`src/first_fit_pool_allocator_core_defines.svh`:
```
// assertion macros for the pool allocator core
`ifndef FIRST_FIT_POOL_ALLOCATOR_CORE_DEFINES_SVH
`define FIRST_FIT_POOL_ALLOCATOR_CORE_DEFINES_SVH

`ifndef NO_ASSERTIONS
`define FFPA_ASSERT_SAME(label, pre, post) \
   label: assert property (@(posedge clock) disable iff (reset) (pre) |-> (post)) \
      else $error("assertion failed");
`define FFPA_ASSERT_NEXT(label, pre, post) \
   label: assert property (@(posedge clock) disable iff (reset) (pre) |=> (post)) \
      else $error("assertion failed");
`else
`define FFPA_ASSERT_SAME(label, pre, post)
`define FFPA_ASSERT_NEXT(label, pre, post)
`endif

`endif

```
`src/ffpa_pkg.sv`:
```
package ffpa_pkg;

   localparam int HEADER_BYTES_DEF   = 24;
   localparam int MAX_BLOCKS_DEF     = 64;
   localparam int POOL_MAX_BYTES_DEF = 65536;
   localparam logic [16:0] POOL_RESET = 17'd65536;

   localparam logic [1:0] CMD_ALLOC   = 2'd0;
   localparam logic [1:0] CMD_FREE    = 2'd1;
   localparam logic [1:0] CMD_REINIT  = 2'd2;
   localparam logic [1:0] CMD_RELEASE = 2'd3;

   localparam logic [1:0] ST_OK       = 2'd0;
   localparam logic [1:0] ST_NO_FIT   = 2'd1;
   localparam logic [1:0] ST_BAD_ADDR = 2'd2;

   typedef struct packed {
      logic [1:0]  command;
      logic [15:0] request_size;
      logic [15:0] address;
   } req_type;

   typedef struct packed {
      logic [1:0]  status;
      logic [15:0] payload_offset;
      logic [15:0] block_bytes;
   } rsp_type;

   typedef struct packed {
      logic [15:0] block_start;
      logic [15:0] block_length;
      logic        block_is_free;
   } entry_type;

endpackage

```
`src/ffpa_table.sv`:
```
module ffpa_table #(
   parameter int MAX_BLOCKS = ffpa_pkg::MAX_BLOCKS_DEF,
   localparam int IW = $clog2(MAX_BLOCKS)
) (
   input  logic                clock,
   input  logic                wr_en,
   input  logic [IW-1:0]       wr_addr,
   input  ffpa_pkg::entry_type wr_data,
   input  logic [IW-1:0]       rd_addr,
   output ffpa_pkg::entry_type rd_data
);

   ffpa_pkg::entry_type mem [MAX_BLOCKS];
   ffpa_pkg::entry_type rd_data_ff;

   always_ff @(posedge clock) begin
      if (wr_en) begin
         mem[wr_addr] <= wr_data;
      end
   end

   always_ff @(posedge clock) begin
      rd_data_ff <= mem[rd_addr];
   end

   assign rd_data = rd_data_ff;

endmodule

```
`src/first_fit_pool_allocator_core.sv`:
```
// reinit and release answer from the decode state; allocate and free
// walk the block table one entry per cycle, a split first moves the entries above
// the hit up by one, and a free adds a merge pass over the table
// one command at a time, the next start is taken in the strobe cycle; no result stall
// reset: synchronous, the init state writes the single free block, busy high
`include "first_fit_pool_allocator_core_defines.svh"

module first_fit_pool_allocator_core #(
   parameter int HEADER_BYTES   = ffpa_pkg::HEADER_BYTES_DEF,
   parameter int MAX_BLOCKS     = ffpa_pkg::MAX_BLOCKS_DEF,
   parameter int POOL_MAX_BYTES = ffpa_pkg::POOL_MAX_BYTES_DEF
) (
   input  logic              clock,
   input  logic              reset,
   input  logic              start,
   output logic              busy,
   input  ffpa_pkg::req_type req_word,
   output logic              rsp_valid,
   output ffpa_pkg::rsp_type rsp_word,
   input  logic              csr_valid,
   output logic              csr_ready,
   input  logic [16:0]       csr_data
);

   localparam int IW = $clog2(MAX_BLOCKS);
   localparam int CW = $clog2(MAX_BLOCKS + 1);
   localparam logic [16:0] HDR = 17'(HEADER_BYTES);
   localparam logic [16:0] POOL_CAP =
      (POOL_MAX_BYTES < 65536) ? 17'(POOL_MAX_BYTES) : 17'd65536;
   localparam logic [CW-1:0] FULL = CW'(MAX_BLOCKS);

   typedef enum logic [7:0] {
      S_INIT     = 8'b00000001,
      S_IDLE     = 8'b00000010,
      S_DECODE   = 8'b00000100,
      S_SCAN     = 8'b00001000,
      S_SHIFT    = 8'b00010000,
      S_SPLIT_HI = 8'b00100000,
      S_SPLIT_LO = 8'b01000000,
      S_MERGE    = 8'b10000000
   } state_type;

   function automatic logic [15:0] first_len(input logic [16:0] pool);
      logic [16:0] eff;
      eff = (pool > POOL_CAP) ? POOL_CAP : pool;
      return (eff > HDR) ? 16'(eff - HDR) : 16'd0;
   endfunction

   state_type           state_ff, state_in;
   logic [CW-1:0]       count_ff, count_in;
   ffpa_pkg::req_type   cmd_ff, cmd_in;
   logic [CW-1:0]       ptr_ff, ptr_in;
   logic                chk_vld_ff, chk_vld_in;
   logic [IW-1:0]       chk_idx_ff, chk_idx_in;
   logic [IW-1:0]       hit_idx_ff, hit_idx_in;
   ffpa_pkg::entry_type hit_ff, hit_in;
   logic [CW-1:0]       k_ff, k_in;
   logic                sh_vld_ff, sh_vld_in;
   logic [IW-1:0]       sh_wa_ff, sh_wa_in;
   logic [IW-1:0]       w_ff, w_in;
   ffpa_pkg::entry_type pend_ff, pend_in;
   logic                merge_end_ff, merge_end_in;
   logic                rsp_valid_ff, rsp_valid_in;
   ffpa_pkg::rsp_type   rsp_ff, rsp_in;
   logic [16:0]         pool_bytes_ff;

   logic                wr_en;
   logic [IW-1:0]       wr_addr;
   ffpa_pkg::entry_type wr_data;
   logic [IW-1:0]       rd_addr;
   ffpa_pkg::entry_type rd_data;

   ffpa_table #(
      .MAX_BLOCKS(MAX_BLOCKS)
   ) u_table (
      .clock  (clock),
      .wr_en  (wr_en),
      .wr_addr(wr_addr),
      .wr_data(wr_data),
      .rd_addr(rd_addr),
      .rd_data(rd_data)
   );

   always_comb begin
      logic                issue;
      logic                last;
      logic                fit;
      logic                split;
      logic                match;
      ffpa_pkg::entry_type cur;
      logic [15:0]         len0;

      state_in     = state_ff;
      count_in     = count_ff;
      cmd_in       = cmd_ff;
      ptr_in       = ptr_ff;
      chk_vld_in   = 1'b0;
      chk_idx_in   = chk_idx_ff;
      hit_idx_in   = hit_idx_ff;
      hit_in       = hit_ff;
      k_in         = k_ff;
      sh_vld_in    = 1'b0;
      sh_wa_in     = sh_wa_ff;
      w_in         = w_ff;
      pend_in      = pend_ff;
      merge_end_in = 1'b0;
      rsp_valid_in = 1'b0;
      rsp_in       = rsp_ff;
      wr_en        = 1'b0;
      wr_addr      = chk_idx_ff;
      wr_data      = rd_data;
      rd_addr      = ptr_ff[IW-1:0];
      cur          = rd_data;
      issue        = ptr_ff < count_ff;
      last         = {1'b0, chk_idx_ff} == (count_ff - CW'(1));
      fit          = cur.block_is_free && (cur.block_length >= cmd_ff.request_size);
      split        = ({1'b0, cur.block_length} > ({1'b0, cmd_ff.request_size} + HDR))
                     && (count_ff < FULL);
      match        = ({1'b0, cur.block_start} + HDR) == {1'b0, cmd_ff.address};
      len0         = first_len(pool_bytes_ff);

      unique case (state_ff)
         S_INIT: begin
            wr_en    = 1'b1;
            wr_addr  = '0;
            wr_data  = '{block_start: 16'd0, block_length: first_len(ffpa_pkg::POOL_RESET),
                         block_is_free: 1'b1};
            count_in = CW'(1);
            state_in = S_IDLE;
         end
         S_IDLE: begin
            if (start) begin
               cmd_in   = req_word;
               state_in = S_DECODE;
            end
         end
         S_DECODE: begin
            ptr_in = '0;
            w_in   = '0;
            unique case (cmd_ff.command)
               ffpa_pkg::CMD_REINIT: begin
                  wr_en        = 1'b1;
                  wr_addr      = '0;
                  wr_data      = '{block_start: 16'd0, block_length: len0,
                                   block_is_free: 1'b1};
                  count_in     = CW'(1);
                  rsp_valid_in = 1'b1;
                  rsp_in       = '{status: ffpa_pkg::ST_OK, payload_offset: 16'd0,
                                   block_bytes: len0};
                  state_in     = S_IDLE;
               end
               ffpa_pkg::CMD_RELEASE: begin
                  count_in     = '0;
                  rsp_valid_in = 1'b1;
                  rsp_in       = '{status: ffpa_pkg::ST_OK, payload_offset: 16'd0,
                                   block_bytes: 16'd0};
                  state_in     = S_IDLE;
               end
               default: begin
                  if (count_ff == '0) begin
                     rsp_valid_in = 1'b1;
                     rsp_in       = '{status: (cmd_ff.command == ffpa_pkg::CMD_ALLOC) ?
                                      ffpa_pkg::ST_NO_FIT : ffpa_pkg::ST_BAD_ADDR,
                                      payload_offset: 16'd0, block_bytes: 16'd0};
                     state_in     = S_IDLE;
                  end else begin
                     state_in = S_SCAN;
                  end
               end
            endcase
         end
         S_SCAN: begin
            if (issue) begin
               ptr_in     = ptr_ff + CW'(1);
               chk_vld_in = 1'b1;
               chk_idx_in = ptr_ff[IW-1:0];
            end
            if (chk_vld_ff) begin
               hit_idx_in = chk_idx_ff;
               hit_in     = cur;
               if (cmd_ff.command == ffpa_pkg::CMD_ALLOC && fit) begin
                  chk_vld_in = 1'b0;
                  if (split) begin
                     k_in     = count_ff;
                     state_in = S_SHIFT;
                  end else begin
                     wr_en        = 1'b1;
                     wr_addr      = chk_idx_ff;
                     wr_data      = '{block_start: cur.block_start,
                                      block_length: cur.block_length, block_is_free: 1'b0};
                     rsp_valid_in = 1'b1;
                     rsp_in       = '{status: ffpa_pkg::ST_OK,
                                      payload_offset: cur.block_start + HDR[15:0],
                                      block_bytes: cur.block_length};
                     state_in     = S_IDLE;
                  end
               end else if (cmd_ff.command == ffpa_pkg::CMD_FREE && match) begin
                  wr_en      = 1'b1;
                  wr_addr    = chk_idx_ff;
                  wr_data    = '{block_start: cur.block_start,
                                 block_length: cur.block_length, block_is_free: 1'b1};
                  ptr_in     = '0;
                  chk_vld_in = 1'b0;
                  state_in   = S_MERGE;
               end else if (last) begin
                  chk_vld_in   = 1'b0;
                  rsp_valid_in = 1'b1;
                  rsp_in       = '{status: (cmd_ff.command == ffpa_pkg::CMD_ALLOC) ?
                                   ffpa_pkg::ST_NO_FIT : ffpa_pkg::ST_BAD_ADDR,
                                   payload_offset: 16'd0, block_bytes: 16'd0};
                  state_in     = S_IDLE;
               end
            end
         end
         S_SHIFT: begin
            // move entries above the hit up by one, top first
            if (k_ff > ({1'b0, hit_idx_ff} + CW'(1))) begin
               rd_addr   = IW'(k_ff - CW'(1));
               sh_vld_in = 1'b1;
               sh_wa_in  = k_ff[IW-1:0];
               k_in      = k_ff - CW'(1);
            end else if (!sh_vld_ff) begin
               state_in = S_SPLIT_HI;
            end
            if (sh_vld_ff) begin
               wr_en   = 1'b1;
               wr_addr = sh_wa_ff;
               wr_data = rd_data;
            end
         end
         S_SPLIT_HI: begin
            wr_en    = 1'b1;
            wr_addr  = hit_idx_ff + IW'(1);
            wr_data  = '{block_start: hit_ff.block_start + HDR[15:0] + cmd_ff.request_size,
                         block_length: hit_ff.block_length - cmd_ff.request_size - HDR[15:0],
                         block_is_free: 1'b1};
            state_in = S_SPLIT_LO;
         end
         S_SPLIT_LO: begin
            wr_en        = 1'b1;
            wr_addr      = hit_idx_ff;
            wr_data      = '{block_start: hit_ff.block_start,
                             block_length: cmd_ff.request_size, block_is_free: 1'b0};
            count_in     = count_ff + CW'(1);
            rsp_valid_in = 1'b1;
            rsp_in       = '{status: ffpa_pkg::ST_OK,
                             payload_offset: hit_ff.block_start + HDR[15:0],
                             block_bytes: cmd_ff.request_size};
            state_in     = S_IDLE;
         end
         S_MERGE: begin
            // compacting pass: runs of free blocks fold into the pending entry
            if (merge_end_ff) begin
               wr_en        = 1'b1;
               wr_addr      = w_ff;
               wr_data      = pend_ff;
               count_in     = CW'(w_ff) + CW'(1);
               rsp_valid_in = 1'b1;
               rsp_in       = '{status: ffpa_pkg::ST_OK, payload_offset: 16'd0,
                                block_bytes: hit_ff.block_length};
               state_in     = S_IDLE;
            end else begin
               if (issue) begin
                  ptr_in     = ptr_ff + CW'(1);
                  chk_vld_in = 1'b1;
                  chk_idx_in = ptr_ff[IW-1:0];
               end
               if (chk_vld_ff) begin
                  if (chk_idx_ff == '0) begin
                     pend_in = cur;
                  end else if (pend_ff.block_is_free && cur.block_is_free) begin
                     pend_in.block_length = pend_ff.block_length + HDR[15:0]
                                            + cur.block_length;
                  end else begin
                     wr_en   = 1'b1;
                     wr_addr = w_ff;
                     wr_data = pend_ff;
                     w_in    = w_ff + IW'(1);
                     pend_in = cur;
                  end
                  if (last) begin
                     chk_vld_in   = 1'b0;
                     merge_end_in = 1'b1;
                  end
               end
            end
         end
         default: begin
            state_in = S_IDLE;
         end
      endcase
   end

   always_ff @(posedge clock) begin
      if (reset) begin
         state_ff      <= S_INIT;
         count_ff      <= CW'(1);
         chk_vld_ff    <= 1'b0;
         sh_vld_ff     <= 1'b0;
         merge_end_ff  <= 1'b0;
         rsp_valid_ff  <= 1'b0;
         pool_bytes_ff <= ffpa_pkg::POOL_RESET;
      end else begin
         state_ff     <= state_in;
         count_ff     <= count_in;
         chk_vld_ff   <= chk_vld_in;
         sh_vld_ff    <= sh_vld_in;
         merge_end_ff <= merge_end_in;
         rsp_valid_ff <= rsp_valid_in;
         if (csr_valid) begin
            pool_bytes_ff <= csr_data;
         end
      end
   end

   always_ff @(posedge clock) begin
      cmd_ff     <= cmd_in;
      ptr_ff     <= ptr_in;
      chk_idx_ff <= chk_idx_in;
      hit_idx_ff <= hit_idx_in;
      hit_ff     <= hit_in;
      k_ff       <= k_in;
      sh_wa_ff   <= sh_wa_in;
      w_ff       <= w_in;
      pend_ff    <= pend_in;
      rsp_ff     <= rsp_in;
   end

   assign busy      = (state_ff != S_IDLE);
   assign csr_ready = 1'b1;
   assign rsp_valid = rsp_valid_ff;
   assign rsp_word  = rsp_ff;

   `FFPA_ASSERT_NEXT(a_accept_busy, start && !busy, busy)
   `FFPA_ASSERT_NEXT(a_rsp_single, rsp_valid_ff, !rsp_valid_ff)
   `FFPA_ASSERT_SAME(a_split_room, state_ff == S_SPLIT_LO, count_ff < FULL)
   `FFPA_ASSERT_SAME(a_fail_zero, rsp_valid_ff && rsp_ff.status != ffpa_pkg::ST_OK,
                     rsp_ff.payload_offset == 16'd0)

endmodule
```
`config.mk`:
```
export PLATFORM = sky130hd
export DESIGN_NAME = first_fit_pool_allocator_core
export DESIGN_NICKNAME = d
export VERILOG_FILES = /design/src/ffpa_pkg.sv /design/src/ffpa_table.sv /design/src/first_fit_pool_allocator_core.sv
export VERILOG_INCLUDE_DIRS = /design/src /design/src/src
export SDC_FILE = /design/constraint.sdc
export NUM_CORES = 2
export LEC_CHECK = 0
export ABC_AREA = 1
export BUFFER_PORTS_ARGS = -buffer_cell sky130_fd_sc_hd__buf_2
export CORE_ASPECT_RATIO = 1.4
export CORE_UTILIZATION = 55
export DETAILED_ROUTE_END_ITERATION = 10
export PLACE_DENSITY = 0.76
export REMOVE_ABC_BUFFERS = 1
export SLEW_MARGIN = 5
export SYNTH_ARGS = -nofsm -noshare
export SYNTH_HDL_FRONTEND = slang
export SYNTH_HIERARCHICAL = 1
export SYNTH_SLANG_ARGS = --single-unit
```
`constraint.sdc`:
```
create_clock -name clock -period 6.7 [get_ports clock]
set_input_delay 0 -clock clock [delete_from_list [all_inputs] [get_ports clock]]
set_output_delay 0 -clock clock [all_outputs]
set_load 0.01 [all_outputs]
```
==> flow_metrics.env <==
export IMPL_peakVddDrop_v=0.000258
export IMPL_drc=0
export IMPL_synth_seq_cells=2352
export IMPL_r2r_start="hit_idx_ff[1]"
export IMPL_status="finished, final reports clean"
export IMPL_avgViaCountPerCell=6.23
export IMPL_antenna_found_initial=14
export IMPL_holdCritPathClass="input port to register"
export IMPL_clock_sinks=2352
export IMPL_finalHoldWorstSlack_ns=0.0562
export IMPL_cp_end_kind="register"
export IMPL_maxCapViolCount=0
export IMPL_crit_start="hit_idx_ff[1]"
export IMPL_synth_cell_types=61
export IMPL_io_buffer_count=90
export IMPL_first_pass_iters=9
export IMPL_grt_pass1_vias=71200
export IMPL_p_total_mw=31.0
export IMPL_num_rows=185
export IMPL_period_needed_ns=5.66
export IMPL_path_depth=20
export IMPL_dieWidth_um=364
export IMPL_crit_end="u_table/rd_data[13]"
export IMPL_rrSetupSlack_ns=1.04
export IMPL_rsz0062_at_grt="false"
export IMPL_tritoncts="done"
export IMPL_grt_first_pass_wirelength_um=445000
export IMPL_finalSetupTns_ns=0
export IMPL_grt_start_max_net_pins=202
export IMPL_drt_iter0_drc=10400
export IMPL_routedWlPerCell_um=26.0
export IMPL_skew_ns=0.0315
export IMPL_layout_commonest_cell="nand2_1"
export IMPL_crit_buf_inv=2
export IMPL_min_delay_start="reset"
export IMPL_h_tree_depth=4
export IMPL_root_buffer="clkbuf_16"
export IMPL_syn_area_sq_um=101000
export IMPL_finalHoldViolCount=0
export IMPL_final_area_sq_um=113000
export IMPL_initial_core_util_pct=55.4
export IMPL_post_route_period_util_pct=84.5
export IMPL_r2r_end="u_table/rd_data[13]"
export IMPL_worst_r2r_path_depth=20
export IMPL_cp_start_kind="register"
export IMPL_yosysWarnings=6
export IMPL_required_ns=7.41
export IMPL_io_pins=92
export IMPL_crit_fanout=96
export IMPL_wirelength_um=303000
export IMPL_worstMarginPinSlew_ns=1.44
export IMPL_post_cts_buffers=0
export IMPL_dp_hpwl_um=171000
export IMPL_syn_inst=8921
export IMPL_syn2layout_area_growth_pct=11.8
export IMPL_vias=72600
export IMPL_clock_latency_ns=0.86
export IMPL_syn_area_per_cell_sq_um=11.3
export IMPL_numCtsBuffers=199
export IMPL_antenna_left=0
export IMPL_power_leakage_nw=41.1
export IMPL_die_h_um=509
export IMPL_synth_seq_area_share_pct=69.3
export IMPL_max_slew_margin_rel_pct=3.96
export IMPL_dpl_cell_area_sq_um=105000
export IMPL_nets=9231
export IMPL_clockBufferDepth=3
export IMPL_slew_violations=0
export IMPL_grt_total_usage_pct=32.7
export IMPL_crit_chain="ha_1, nand3_1, nand3b_1, ha_1, nand2_1, nor2_1, nand2_1, o211ai_1, nand3_1, nand2_1, o21ai_4, inv_8, buf_4, nand3_1, nand3_1, nand3_1, nand3_1, nand2_1, nand2_1, nand2_1"
export IMPL_setup_viol=0
export IMPL_power_density_nw_per_um2=275
export IMPL_cts_clk_slew_worst_paths_ns=0.07
export IMPL_critPathTopFamily="simple AND/OR/NAND/NOR gates"
export IMPL_fmax_mhz=177
export IMPL_path_class="register to register"
export IMPL_cp_slowest_cell="buf_4"
export IMPL_drive_gt1_share_pct=8.05
export IMPL_gr_total_overflow=0
export IMPL_dieArea_sq_um=185000
export IMPL_coreArea_sq_um=182000
export IMPL_arrival_ns=6.37
export IMPL_most_common_layout_cells="2,752 x nand2_1, 2,283 x edfxtp_1, 2,083 x nand3_1, 267 x inv_1, 200 x clkbuf_16"
export IMPL_place_gp_congestion=1.00
export IMPL_critPathMaxStageDelay_ns=0.75
export IMPL_hold_depth=2
[power by group]
group          internal (mW)  switching (mW)
Clock                   6.20            5.36
Sequential              16.7           0.125
Combinational          0.584            2.04
Total                   23.5            7.52
[per-stage QoR]
stage / cells / setup slack [ns] / util (%)
finish: 11700 / 1.04 / 62.0
global placement: 11100 / 1.12 / 57.7
global route: 11700 / 0.806 / 62.0
detailed placement: 11100 / 1.17 / 57.7
CTS: 11600 / 1.11 / 62.0
floorplan: 8410 / -136.49 / -
[metal layers]
layer,vias up,routed length [um],part of all wire [%],global-route usage [%]
met5,-,72,0.024,0
met4,10,25100,8.3,23.6
met3,1204,35000,12,6.51
met2,5125,142000,47,52.6
met1,34600,101000,33,39.3
li1,31700,-,-,-
[worst register-to-register path: stages (launching register included)]
cell	delay, ns
edfxtp_1	0.38
ha_1	0.20
nand3_1	0.12
nand3b_1	0.20
ha_1	0.31
nand2_1	0.07
nor2_1	0.14
nand2_1	0.07
o211ai_1	0.08
nand3_1	0.51
nand2_1	0.31
o21ai_4	0.23
inv_8	0.61
buf_4	0.82
nand3_1	0.24
nand3_1	0.14
nand3_1	0.10
nand3_1	0.30
nand2_1	0.14
nand2_1	0.41
nand2_1	0.16
[flip-flops by register name, indices dropped and copies added (netlist names)]
name / flops
count_ff: 7
hit_ff: 32
pool_bytes_ff: 17
rsp_word: 34
state_ff: 8
u_table/mem: 2112
rsp_valid: 1
w_ff: 6
chk_idx_ff: 6
chk_vld_ff: 1
ptr_ff: 7
pend_ff: 33
k_ff: 7
cmd_ff: 34
sh_vld_ff: 1
hit_idx_ff: 6
merge_end_ff: 1
u_table/rd_data: 33
sh_wa_ff: 6
[cell type report]
type	instances	area, sq um
Antenna cell	7	17.5
Clock buffer	252	5270
Clock inverter	117	1180
Fill cell	13300	69200
Inverter	286	1110
Multi-Input combinational cell	5772	27700
Sequential cell	2352	69900
Tap cell	2431	3040
Timing Repair Buffer	437	4470
[cells by family after synthesis]
| logic type | count (synthesis) | synth area share [%] |
|---|---|---|
| buf+inv | 797 | 3.96 |
| simple gates | 5231 | 22.4 |
| xor+xnor | 69 | 0.626 |
| other cells | 1 | 0.00372 |
| compound gates | 343 | 2.05 |
| fa+ha+maj | 128 | 1.61 |
| flops | 2352 | 69.3 |
[synth_stat cells (all sizes together)]
cell type / count / area (sq um)
nor3b: 1 / 7.51
clkinv: 5 / 18.8
xnor2: 24 / 210
inv: 281 / 1060
nand3: 2092 / 10500
o21a: 4 / 30.0
a2111oi: 1 / 8.76
a311oi: 2 / 17.5
o41ai: 3 / 26.3
fa: 3 / 60.1
a22oi: 1 / 7.51
or2: 22 / 138
a221o: 2 / 20.0
buf: 391 / 2460
nor4: 14 / 139
xor2: 43 / 377
a21oi: 114 / 578
nor3: 43 / 220
o31ai: 4 / 30.0
conb: 1 / 3.75
nand4: 33 / 206
o21ai: 111 / 559
o221ai: 8 / 70.1
clkbuf: 120 / 450
ha: 125 / 1560
dfxtp: 69 / 1380
xnor3: 2 / 45.0
a211oi: 7 / 52.6
edfxtp: 2283 / 68600
o211a: 1 / 10.0
a221oi: 10 / 87.6
nand3b: 11 / 82.6
a31o: 1 / 8.76
o211ai: 19 / 143
o2111ai: 17 / 149
nor2: 255 / 972
a21o: 4 / 30.0
o22ai: 10 / 62.6
a32o: 2 / 20.0
o32ai: 8 / 70.1
nand2: 2760 / 10400
a31oi: 14 / 87.6
[timing repair]
action                    in CTS  in global routing
resized for setup              0                  0
hold endpoints to repair      70                  0
hold buffers                 131                  0
[worst min path at each step]
stage | endpoint | slack [ns]
3_3_place_gp | cmd_ff[26] | 0.18
6_report | state_ff[0] | 0.06
4_1_cts | state_ff[0] | 0.02
3_5_place_dp | cmd_ff[16] | 0.18
2_1_floorplan | state_ff[0] | 0.03
5_1_grt | state_ff[0] | 0.05
(Power assumes the default switching activity.)
